==> config.mk <==
export PLATFORM = sky130hd
export DESIGN_NAME = unsigned_to_decimal_ascii
export DESIGN_NICKNAME = d
export VERILOG_FILES = /design/src/rtl/u2d_pkg.sv /design/src/rtl/u2d_datapath.sv /design/src/rtl/u2d_ctrl.sv /design/src/rtl/unsigned_to_decimal_ascii.sv
export VERILOG_INCLUDE_DIRS = /design/src /design/src/rtl
export SDC_FILE = /design/constraint.sdc
export NUM_CORES = 1
export LEC_CHECK = 0
export BUFFER_PORTS_ARGS = -buffer_cell sky130_fd_sc_hd__buf_2
export CAP_MARGIN = 40
export CORE_ASPECT_RATIO = 0.9
export CORE_MARGIN = 2
export CORE_UTILIZATION = 64
export DETAILED_ROUTE_END_ITERATION = 10
export PLACE_DENSITY = 0.85
export SYNTH_ARGS = -nofsm -noshare
export SYNTH_HDL_FRONTEND = slang
export SYNTH_SLANG_ARGS = --single-unit
==> constraint.sdc <==
create_clock -name aclk -period 3.7 [get_ports aclk]
set_input_delay 0.37 -clock aclk [delete_from_list [all_inputs] [get_ports aclk]]
set_output_delay 0.37 -clock aclk [all_outputs]
set_load 0.01 [all_outputs]
==> src/rtl/unsigned_to_decimal_ascii_assert.svh <==
// Assertion macros for the unsigned-to-decimal ASCII converter.
// Expects aclk and aresetn in the scope of each use; no other dependencies.
`ifndef UNSIGNED_TO_DECIMAL_ASCII_ASSERT_SVH
`define UNSIGNED_TO_DECIMAL_ASCII_ASSERT_SVH

`ifndef SYNTHESIS

// Check cons in the same cycle as ante.
`define U2D_ASSERT_SAME(name, ante, cons, msg) \
    name: assert property (@(posedge aclk) disable iff (!aresetn) \
        (ante) |-> (cons)) else $error(msg);

// Check cons in the cycle after ante.
`define U2D_ASSERT_NEXT(name, ante, cons, msg) \
    name: assert property (@(posedge aclk) disable iff (!aresetn) \
        (ante) |=> (cons)) else $error(msg);

`else

`define U2D_ASSERT_SAME(name, ante, cons, msg)
`define U2D_ASSERT_NEXT(name, ante, cons, msg)

`endif

`endif

==> src/rtl/u2d_pkg.sv <==
// Shared types and constants for the unsigned-to-decimal ASCII converter.
// No dependencies.
package u2d_pkg;

    localparam int VALUE_W        = 32;
    localparam int CHAR_W         = 6;
    localparam int DIGIT_W        = 4;
    localparam int HW_DIGITS      = 10;  // digits in the largest 32-bit value
    localparam int MAX_DIGITS_DEF = 10;
    localparam int ASCII_ZERO     = 48;

    // Controller states, one-hot
    typedef enum logic [3:0] {
        ST_IDLE = 4'b0001,
        ST_CONV = 4'b0010,
        ST_SCAN = 4'b0100,
        ST_EMIT = 4'b1000
    } u2d_state_t;

    typedef struct packed {
        logic load;     // capture the value, clear the digit buffer
        logic step;     // one shift-and-add-3 step
        logic advance;  // drop the top digit, count down
    } u2d_cmd_t;

    typedef struct packed {
        logic conv_done;  // this is the last conversion step
        logic top_zero;   // top buffered digit is zero
        logic cnt_zero;   // top buffered digit is the least significant one
        logic overflow;   // value had digits above the buffer
    } u2d_status_t;

endpackage

==> src/rtl/u2d_datapath.sv <==
// Datapath: shift-and-add-3 binary to BCD converter and digit shift-out buffer.
// Depends on u2d_pkg.
module u2d_datapath
    import u2d_pkg::*;
#(
    parameter int MAX_DIGITS = MAX_DIGITS_DEF
) (
    input  logic               aclk,
    input  u2d_cmd_t           cmd,
    input  logic [VALUE_W-1:0] value,
    output u2d_status_t        status,
    output logic [CHAR_W-1:0]  digit_char,
    output logic               last_digit
);

    localparam int DEPTH     = (MAX_DIGITS < HW_DIGITS) ? MAX_DIGITS : HW_DIGITS;
    localparam int BCD_W     = DEPTH * DIGIT_W;
    localparam int CNT_W     = (DEPTH > 1) ? $clog2(DEPTH) : 1;
    localparam int BIT_CNT_W = $clog2(VALUE_W);

    logic [VALUE_W-1:0]   bin_reg, bin_next;
    logic [BCD_W-1:0]     bcd_reg, bcd_next;
    logic                 ovf_reg, ovf_next;
    logic [CNT_W-1:0]     cnt_reg, cnt_next;
    logic [BIT_CNT_W-1:0] bit_cnt_reg, bit_cnt_next;
    logic [BCD_W-1:0]     bcd_adj;
    logic [DIGIT_W-1:0]   top_digit;

    // Add 3 to every digit of 5 or more ahead of the shift
    always_comb begin
        for (int i = 0; i < DEPTH; i++) begin
            if (bcd_reg[i*DIGIT_W +: DIGIT_W] >= DIGIT_W'(5)) begin
                bcd_adj[i*DIGIT_W +: DIGIT_W] = bcd_reg[i*DIGIT_W +: DIGIT_W] + DIGIT_W'(3);
            end else begin
                bcd_adj[i*DIGIT_W +: DIGIT_W] = bcd_reg[i*DIGIT_W +: DIGIT_W];
            end
        end
    end

    always_comb begin
        bin_next     = bin_reg;
        bcd_next     = bcd_reg;
        ovf_next     = ovf_reg;
        cnt_next     = cnt_reg;
        bit_cnt_next = bit_cnt_reg;
        if (cmd.load) begin
            bin_next     = value;
            bcd_next     = '0;
            ovf_next     = 1'b0;
            cnt_next     = CNT_W'(DEPTH - 1);
            bit_cnt_next = '0;
        end else if (cmd.step) begin
            // bits leaving the top digit mean the value outgrows the buffer
            bcd_next     = {bcd_adj[BCD_W-2:0], bin_reg[VALUE_W-1]};
            ovf_next     = ovf_reg | bcd_adj[BCD_W-1];
            bin_next     = bin_reg << 1;
            bit_cnt_next = bit_cnt_reg + BIT_CNT_W'(1);
        end else if (cmd.advance) begin
            bcd_next = bcd_reg << DIGIT_W;
            cnt_next = cnt_reg - CNT_W'(1);
        end
    end

    always_ff @(posedge aclk) begin
        bin_reg     <= bin_next;
        bcd_reg     <= bcd_next;
        ovf_reg     <= ovf_next;
        cnt_reg     <= cnt_next;
        bit_cnt_reg <= bit_cnt_next;
    end

    assign top_digit = bcd_reg[BCD_W-1 -: DIGIT_W];

    assign status.conv_done = (bit_cnt_reg == BIT_CNT_W'(VALUE_W - 1));
    assign status.top_zero  = (top_digit == '0);
    assign status.cnt_zero  = (cnt_reg == '0);
    assign status.overflow  = ovf_reg;

    assign digit_char = CHAR_W'(ASCII_ZERO) + CHAR_W'(top_digit);
    assign last_digit = (cnt_reg == '0);

endmodule

==> src/rtl/u2d_ctrl.sv <==
// Controller: sequences load, conversion, leading-zero scan and digit output.
// Depends on u2d_pkg.
module u2d_ctrl
    import u2d_pkg::*;
(
    input  logic        aclk,
    input  logic        aresetn,
    input  logic        s_valid,
    output logic        s_ready,
    output logic        m_valid,
    input  logic        m_ready,
    input  u2d_status_t status,
    output u2d_cmd_t    cmd
);

    u2d_state_t state_reg, state_next;

    always_comb begin
        state_next = state_reg;
        cmd        = '0;
        s_ready    = 1'b0;
        m_valid    = 1'b0;
        unique case (state_reg)
            ST_IDLE: begin
                s_ready = 1'b1;
                if (s_valid) begin
                    cmd.load   = 1'b1;
                    state_next = ST_CONV;
                end
            end
            ST_CONV: begin
                cmd.step = 1'b1;
                if (status.conv_done) begin
                    state_next = ST_SCAN;
                end
            end
            ST_SCAN: begin
                // skip leading zeros, but never the ones under a dropped digit
                if (status.overflow || !status.top_zero || status.cnt_zero) begin
                    state_next = ST_EMIT;
                end else begin
                    cmd.advance = 1'b1;
                end
            end
            ST_EMIT: begin
                m_valid = 1'b1;
                if (m_ready) begin
                    if (status.cnt_zero) begin
                        state_next = ST_IDLE;
                    end else begin
                        cmd.advance = 1'b1;
                    end
                end
            end
            default: begin
                state_next = ST_IDLE;
            end
        endcase
    end

    always_ff @(posedge aclk) begin
        if (!aresetn) begin
            state_reg <= ST_IDLE;
        end else begin
            state_reg <= state_next;
        end
    end

endmodule

==> src/rtl/unsigned_to_decimal_ascii.sv <==
// Unsigned binary to decimal ASCII converter, top level.
// Depends on u2d_pkg, u2d_ctrl, u2d_datapath and unsigned_to_decimal_ascii_assert.svh.
//
// Each word on the s_ channel is a 32-bit unsigned number; the block answers
// with its decimal digits as ASCII codes on the m_ channel, most significant
// digit first, one word per digit, leading zeros suppressed (zero gives a
// single '0'). m_last_digit marks the least significant digit, which ends the
// run. With MAX_DIGITS below 10 only the MAX_DIGITS low digits are kept: a
// number that outgrows the buffer prints all of them, zeros included, and its
// higher digits are dropped. One number is handled at a time: s_ready is high
// only while the block is idle. With m_ready held high each item runs the
// same sequence whatever its value: one load, 32 shift-and-add-3 steps (one
// input bit each), one step at the start of the scan, then one step per
// buffered digit either to skip a leading zero or to send a digit. The scan
// and the digit output shift the same BCD register, so a stalled m_ready
// simply holds the current digit.
// Reset is synchronous and active low and clears only the controller state.
`include "unsigned_to_decimal_ascii_assert.svh"

module unsigned_to_decimal_ascii
    import u2d_pkg::*;
#(
    parameter int MAX_DIGITS = MAX_DIGITS_DEF
) (
    input  logic               aclk,
    input  logic               aresetn,
    // number in
    input  logic               s_valid,
    output logic               s_ready,
    input  logic [VALUE_W-1:0] s_value,
    // digits out
    output logic               m_valid,
    input  logic               m_ready,
    output logic [CHAR_W-1:0]  m_digit_char,
    output logic               m_last_digit
);

    u2d_cmd_t    cmd;
    u2d_status_t status;

    // Controller: idle, convert, skip leading zeros, send digits
    u2d_ctrl u_ctrl (
        .aclk    (aclk),
        .aresetn (aresetn),
        .s_valid (s_valid),
        .s_ready (s_ready),
        .m_valid (m_valid),
        .m_ready (m_ready),
        .status  (status),
        .cmd     (cmd)
    );

    // Datapath: binary shift register, BCD digit buffer, digit counter
    u2d_datapath #(
        .MAX_DIGITS (MAX_DIGITS)
    ) u_datapath (
        .aclk       (aclk),
        .cmd        (cmd),
        .value      (s_value),
        .status     (status),
        .digit_char (m_digit_char),
        .last_digit (m_last_digit)
    );

    // Never take a number while a digit is on offer
    `U2D_ASSERT_SAME(a_ready_excl, s_ready, !m_valid, "s_ready and m_valid both high")

    // Every digit shown is an ASCII decimal digit
    `U2D_ASSERT_SAME(a_digit_range, m_valid, (m_digit_char >= 6'd48) && (m_digit_char <= 6'd57), "digit out of range")

    // Accepting a number starts conversion: nothing ready, nothing shown
    `U2D_ASSERT_NEXT(a_load_busy, s_valid && s_ready, !s_ready && !m_valid, "not busy after load")

    // The last digit of a run returns the block to idle
    `U2D_ASSERT_NEXT(a_last_idle, m_valid && m_ready && m_last_digit, s_ready && !m_valid, "not idle after last digit")

endmodule

# Yosys cells after proc, flatten, opt, wreduce, memory -nomap -nowiden
# Cells that the tools add are included.
[op_classes] addsub=13 n_mul=0 div_mod_pow=0 n_lt_le_gt_ge=10 n_eq_ne=10 shifts=0 muxes=29 n_bitwise=2 reduce_logical=9
[op_table] operator="2-to-1 mux 40 bit" count=2
[op_table] operator="2-to-1 mux 32 bit" count=2
[op_table] operator="2-to-1 mux 4 bit" count=15
[op_table] operator="adder 4 x 2 -> 4 bit, second input constant" count=10
[op_table] operator="greater-or-equal comparator 4 x 3 -> 1 bit, second input constant" count=10
[op_table] operator="case mux 4 bit (4 select lines)" count=1
[op_table] operator="logical NOT 4 bit" count=2
[op_table] operator="2-to-1 mux 1 bit" count=8
[op_table] operator="!= test 2 bit, second input constant" count=4
[op_table] operator="adder 5 x 5 -> 6 bit, first input constant" count=1
[op_table] operator="adder 5 x 1 -> 5 bit, second input constant" count=1
[op_table] operator="== test 5 bit, second input constant" count=1
[op_table] operator="AND reduction 5 bit" count=1
[op_table] operator="== test 4 x 1 -> 1 bit, second input constant" count=1
[op_table] operator="== test 4 x 2 -> 1 bit, second input constant" count=1
[op_table] operator="== test 4 x 3 -> 1 bit, second input constant" count=1
[op_table] operator="== test 4 bit, second input constant" count=1
[op_table] operator="nonzero test 2 bit" count=2
[op_table] operator="subtractor 4 x 1 -> 4 bit, second input constant" count=1
[op_table] operator="logical OR 1 bit" count=2
[op_table] operator="!= test 2 x 1 -> 1 bit, second input constant" count=1
[op_table] operator="case mux 1 bit (2 select lines)" count=1
[op_table] operator="AND reduction 2 bit" count=1
[op_table] operator="logical NOT 1 bit" count=1
[op_table] operator="2 further kinds" count=2
[totals] reg_bits=86 latch_bits=0 mem_bits_rw=0 rom_bits=0 inputBits=36 output_inout_bits=9 wordCells=79 mem_count=0

# Longest topological paths before layout
[logic_depth] word_depth=8 mapped_depth=9 depth_no_buf=7

# Modules after synthesis
# A second synthesis with hierarchy kept.
[hier_totals] hier_cells=471 area_unflattened_um2=4852.2
[by_module_without_submodules] mod="u2d_datapath" n_inst=1 cells_per_inst=435 area_each_um2=4529.3 seq_area_each_um2=1961.9
[by_module_without_submodules] mod="u2d_ctrl" n_inst=1 cells_per_inst=36 area_each_um2=322.8 seq_area_each_um2=80.1

# Worst setup path before layout
# No wires, ideal clock.
[synth_path] path_kind="register to register" startpoint="reg u_ctrl.state_reg[2]" endpoint="reg u_datapath.bcd_reg[10]" setup_ns=0.122 arrival_time_ns=1.980 required_time_ns=3.578 slack_ns=1.599 stages_incl_launch_ff=6 n_path_buf=0 synth_period_minus_slack_ns=2.101 path_cell_list="dfxtp_1 -> nor2_1 -> nand3_1 -> nand2_1 -> nor2_4 -> a221o_1"
[synth_between] elab_chain_cells=3 word_cells_on_any_way=9 cone_classes="eq/ne (4); mux (4); reduce/logical (1)"
[synth_lines] item="start: declaration" line_no="u2d_ctrl.sv:16" text="u2d_state_t state_reg, state_next;"
[synth_lines] item="start signal: assignment" line_no="u2d_ctrl.sv:65" text="state_reg <= state_next;"
[synth_lines] item="== test 4 bit, or another cell as far along" line_no="u2d_ctrl.sv:23" text="unique case (state_reg)"
[synth_lines] item="case mux 1 bit (2 select lines) or 2-to-1 mux 1 bit (tied branches)" line_no="u2d_ctrl.sv:23"
[synth_lines] item="nonzero test 2 bit (no line) or 2-to-1 mux 40 bit (tied branches)"
[synth_lines] item="end signal: assignment" line_no="u2d_datapath.sv:66" text="bcd_reg <= bcd_next;"
[synth_lines] item="end: declaration" line_no="u2d_datapath.sv:22" text="logic [BCD_W-1:0] bcd_reg, bcd_next;"
# Parallel ways exist; a longest one is shown, timed or not.
# A chain may end at the register's enable or synchronous reset.

# Worst setup path after layout
[layout_path] startpoint="reg u_datapath.bcd_reg[36]" endpoint="reg u_datapath.bcd_reg[34]"
[layout_between] elab_chain_cells=7
[layout_lines] item="logical NOT 4 bit" line_no="u2d_datapath.sv:75" text="assign status.top_zero = (top_digit == '0);"
[layout_lines] item="logical NOT 1 bit" line_no="u2d_ctrl.sv:39" text="if (status.overflow || !status.top_zero || status.cnt_zero) begin"
[layout_lines] item="logical OR 1 bit (2 in series)" line_no="u2d_ctrl.sv:39"
[layout_lines] item="2-to-1 mux 1 bit" line_no="u2d_ctrl.sv:39"
[layout_lines] item="case mux 1 bit (2 select lines)" line_no="u2d_ctrl.sv:23"
[layout_lines] item="nonzero test 2 bit (no line)"
# No other way between the ends.

==> impl_metrics.yaml <==
run_status:
  status: "finished clean"
detailed_routing:
  first_iter_violations: 242
  routed_wl_um: 9405
  drc: 0
  viasPerCell: 5.724
  wl_per_cell_um: 14.45
  drt_first_pass_iters: 4
  num_vias: 3726
  ant_nets: 0
timing:
  tightest_slew_ns: 0.7159
  period_share: 0.6313
  finClkSkew_ns: 0.01076
  final_hold_viol_count: 0
  relSlewSlack: 0.5227
  fin_ws_ns: 1.364
  max_freq_mhz: 428.1
  drv_slew: 0
  setup_tns_ns: 0
  rsz0062_at_grt: "no"
  setup_viol: 0
  fin_crit_ns: 2.336
pwr:
  fin_total_pwr_mw: 1.949
  cellPowerDensity_nw_per_um2: 390.2
  power_leakage_nw: 2.111
  ir_drop_mv: 0.4049
clocking:
  clock_latency_ns: 0.35
  cts_buffers: 9
  cts.sinks: 86
  cts_root_buffer: "clkbuf_8"
  ctsHoldBuffers: 0
  max-clock-path-buffers: 2
  clk_pin_slew_ns: 0.09
  htreeDepth: 3
  cts_tree: "built"
  cts_resized: 0
  cts_setup_buffers: 0
cells_and_area:
  layout-drive-gt1-share: 0.1326
  stdcell_count: 651
  area_growth_pct: 9.133
  nets: 613
  antenna_cells: 0
  largest_register_ffs: 40
worst_setup_path:
  worst-r2r-setup-slack_ns: 1.36
  path_class: "reg -> reg"
  required_ns: 3.94
  r2r_end: "u_datapath.bcd_reg[34]"
  critPathLaunchType: "flop"
  reg2reg_from: "u_datapath.bcd_reg[36]"
  crit_path_end_kind: "flop"
  crit_arrival_ns: 2.57
  rr_worst_depth: 7
  worstPathMaxFanout: 41
global_routing:
  grt-busiest-layer: "met2"
  grtUsageMet3: 0.06104
  grt_usage: 0.2468
  grt_max_degree: 42
  first_global_vias: 3556
  grt_antenna_before_repair: 0
  met2_usage: 0.4216
  grt-ovfl-total: 0
  grt_pass1_wl_um: 15730
  use_met1: 0.3205
logic_synthesis:
  yosysSeqAreaShare: 0.4463
  async_flop_share: 0
  yosys_register_bits: 86
  yosys_warnings: 0
  ys_types: 44
  synthCells: 523
  synth_edf_count: 32
  avgSynthCellArea_um2: 8.749
  synth_area_um2: 4576
  synthFlopType: "dfxtp_1"
floorplanning:
  dieWidth_um: 93.13
  core_um2: 7003
  die_y_um: 84.22
  dieArea_um2: 7843
  row_count: 29
  initial_core_util: 0.6534
  ios: 45
placement:
  gp_congestion: 0.8154
  portBuffers: 42
  pre_cts_ws_ns: 1.365
  dp_hpwl_um: 6227
  dp.cells: 635
worst_hold_path:
  hp-class: "in -> reg"
  min_to: "u_ctrl.state_reg[0]"
  hold_depth: 2
  min-delay-start: "aresetn"
flow_run:
  maxCapViolCount: 0
critical path: stages, from the launching register on:
cell,delay [ns]
dfxtp_1,0.35
inv_1,0.12
ha_1,0.14
or4b_4,0.47
o22ai_2,0.18
and2_4,0.49
nor2_4,0.14
a221o_1,0.32
per-layer routing:
layer / vias up / routed length (um)
li1: 1854 / -
met1: 1773 / 3996
met2: 89 / 4844
met3: 10 / 470
met4: 0 / 93
met5: - / 0
power breakdown:
part	switching (mW)	leakage [nW]	total [mW]	internal (mW)
registers	0.0166	0.745	1.06	1.04
logic	0.112	1.26	0.165	0.0530
clock network	0.338	0.111	0.724	0.387
cell usage after synthesis (2+ instances only):
master	count	area, um2
mux2i_1	2	20.02
a21o_1	10	75.07
xnor2_1	22	192.7
o21ai_0	13	65.06
o211a_1	2	20.02
inv_1	26	97.59
a22oi_1	11	82.58
a221o_1	9	90.09
clkbuf_1	16	60.06
buf_4	6	45.04
buf_6	3	33.78
xor2_1	2	17.52
nor2_1	40	150.1
a21oi_1	35	175.2
ha_1	24	300.3
a221oi_1	9	78.83
and3_1	2	12.51
a32oi_1	9	78.83
a211oi_1	9	67.56
nand3_1	12	60.06
buf_2	4	20.02
edfxtp_1	32	960.9
nor3_1	5	25.02
dfxtp_1	54	1081
nand2_1	134	503.0
nand2b_1	14	87.58
cell type report:
class                      instances  area [um2]
clock buffer                      10       127.6
multi-input combinational        381        2252
timing repair buffer              49       262.8
clock inverter                     6       95.09
sequential                        86        2042
fill                             540        2009
tap                               93       116.4
inverter                          26       97.59
per-stage QoR:
stage | hold WS, ns | cell area [um2] | util
2_1_floorplan | 0.4386 | 4579 | -
3_3_place_gp | 0.4467 | 4763 | 0.6802
3_5_place_dp | 0.4610 | 4771 | 0.6813
4_1_cts | 0.2326 | 4994 | 0.7131
5_1_grt | 0.2241 | 4994 | 0.7131
6_report | 0.2475 | 4994 | 0.7131
logic make-up (layout without fill, tap and decap cells):
logic type / Yosys count / count (layout) / synth area share
and+or+nand+nor: 217 / 217 / 0.2021
buffers and inverters: 57 / 91 / 0.06371
DFF: 86 / 86 / 0.4463
other: 1 / 2 / 0.0008196
adders and majority gates: 24 / 24 / 0.06563
xor gates and xnor gates: 24 / 24 / 0.04594
AOI/OAI and AO/OA: 112 / 112 / 0.1712
muxes: 2 / 2 / 0.004375
worst max path at each step:
stage / start / end / slack, ns / cells past startpoint
final: u_datapath.bcd_reg[36] / u_datapath.bcd_reg[34] / 1.36 / 7
after detailed placement: u_datapath.bcd_reg[36] / u_datapath.bcd_reg[22] / 1.37 / 7
after floorplan: u_ctrl.state_reg[2] / u_datapath.bcd_reg[10] / 1.60 / 5
after CTS: u_datapath.bcd_reg[36] / u_datapath.bcd_reg[22] / 1.37 / 7
after global placement: u_datapath.bcd_reg[36] / u_datapath.bcd_reg[14] / 1.45 / 7
after global routing: u_datapath.bcd_reg[37] / u_datapath.bcd_reg[30] / 1.17 / 7
placed cells by master (no fill, tap or decap), types with 2 or more instances in the layout:
master	n
dfxtp_1	54
buf_4	7
a221o_1	9
o21ai_0	13
and3_1	2
a22oi_1	11
nor3_1	4
clkbuf_8	9
xor2_1	2
o211a_1	2
nand3_1	12
xnor2_1	22
a21oi_1	35
a21o_1	10
conb_1	2
clkinv_4	3
a221oi_1	9
ha_1	24
inv_1	26
a32oi_1	9
bufinv_16	2
buf_2	42
edfxtp_1	32
nor2_1	40
nand2_1	134
a211oi_1	9
mux2i_1	2
nand2b_1	14
Note: power is estimated with default switching activity, not from simulation.
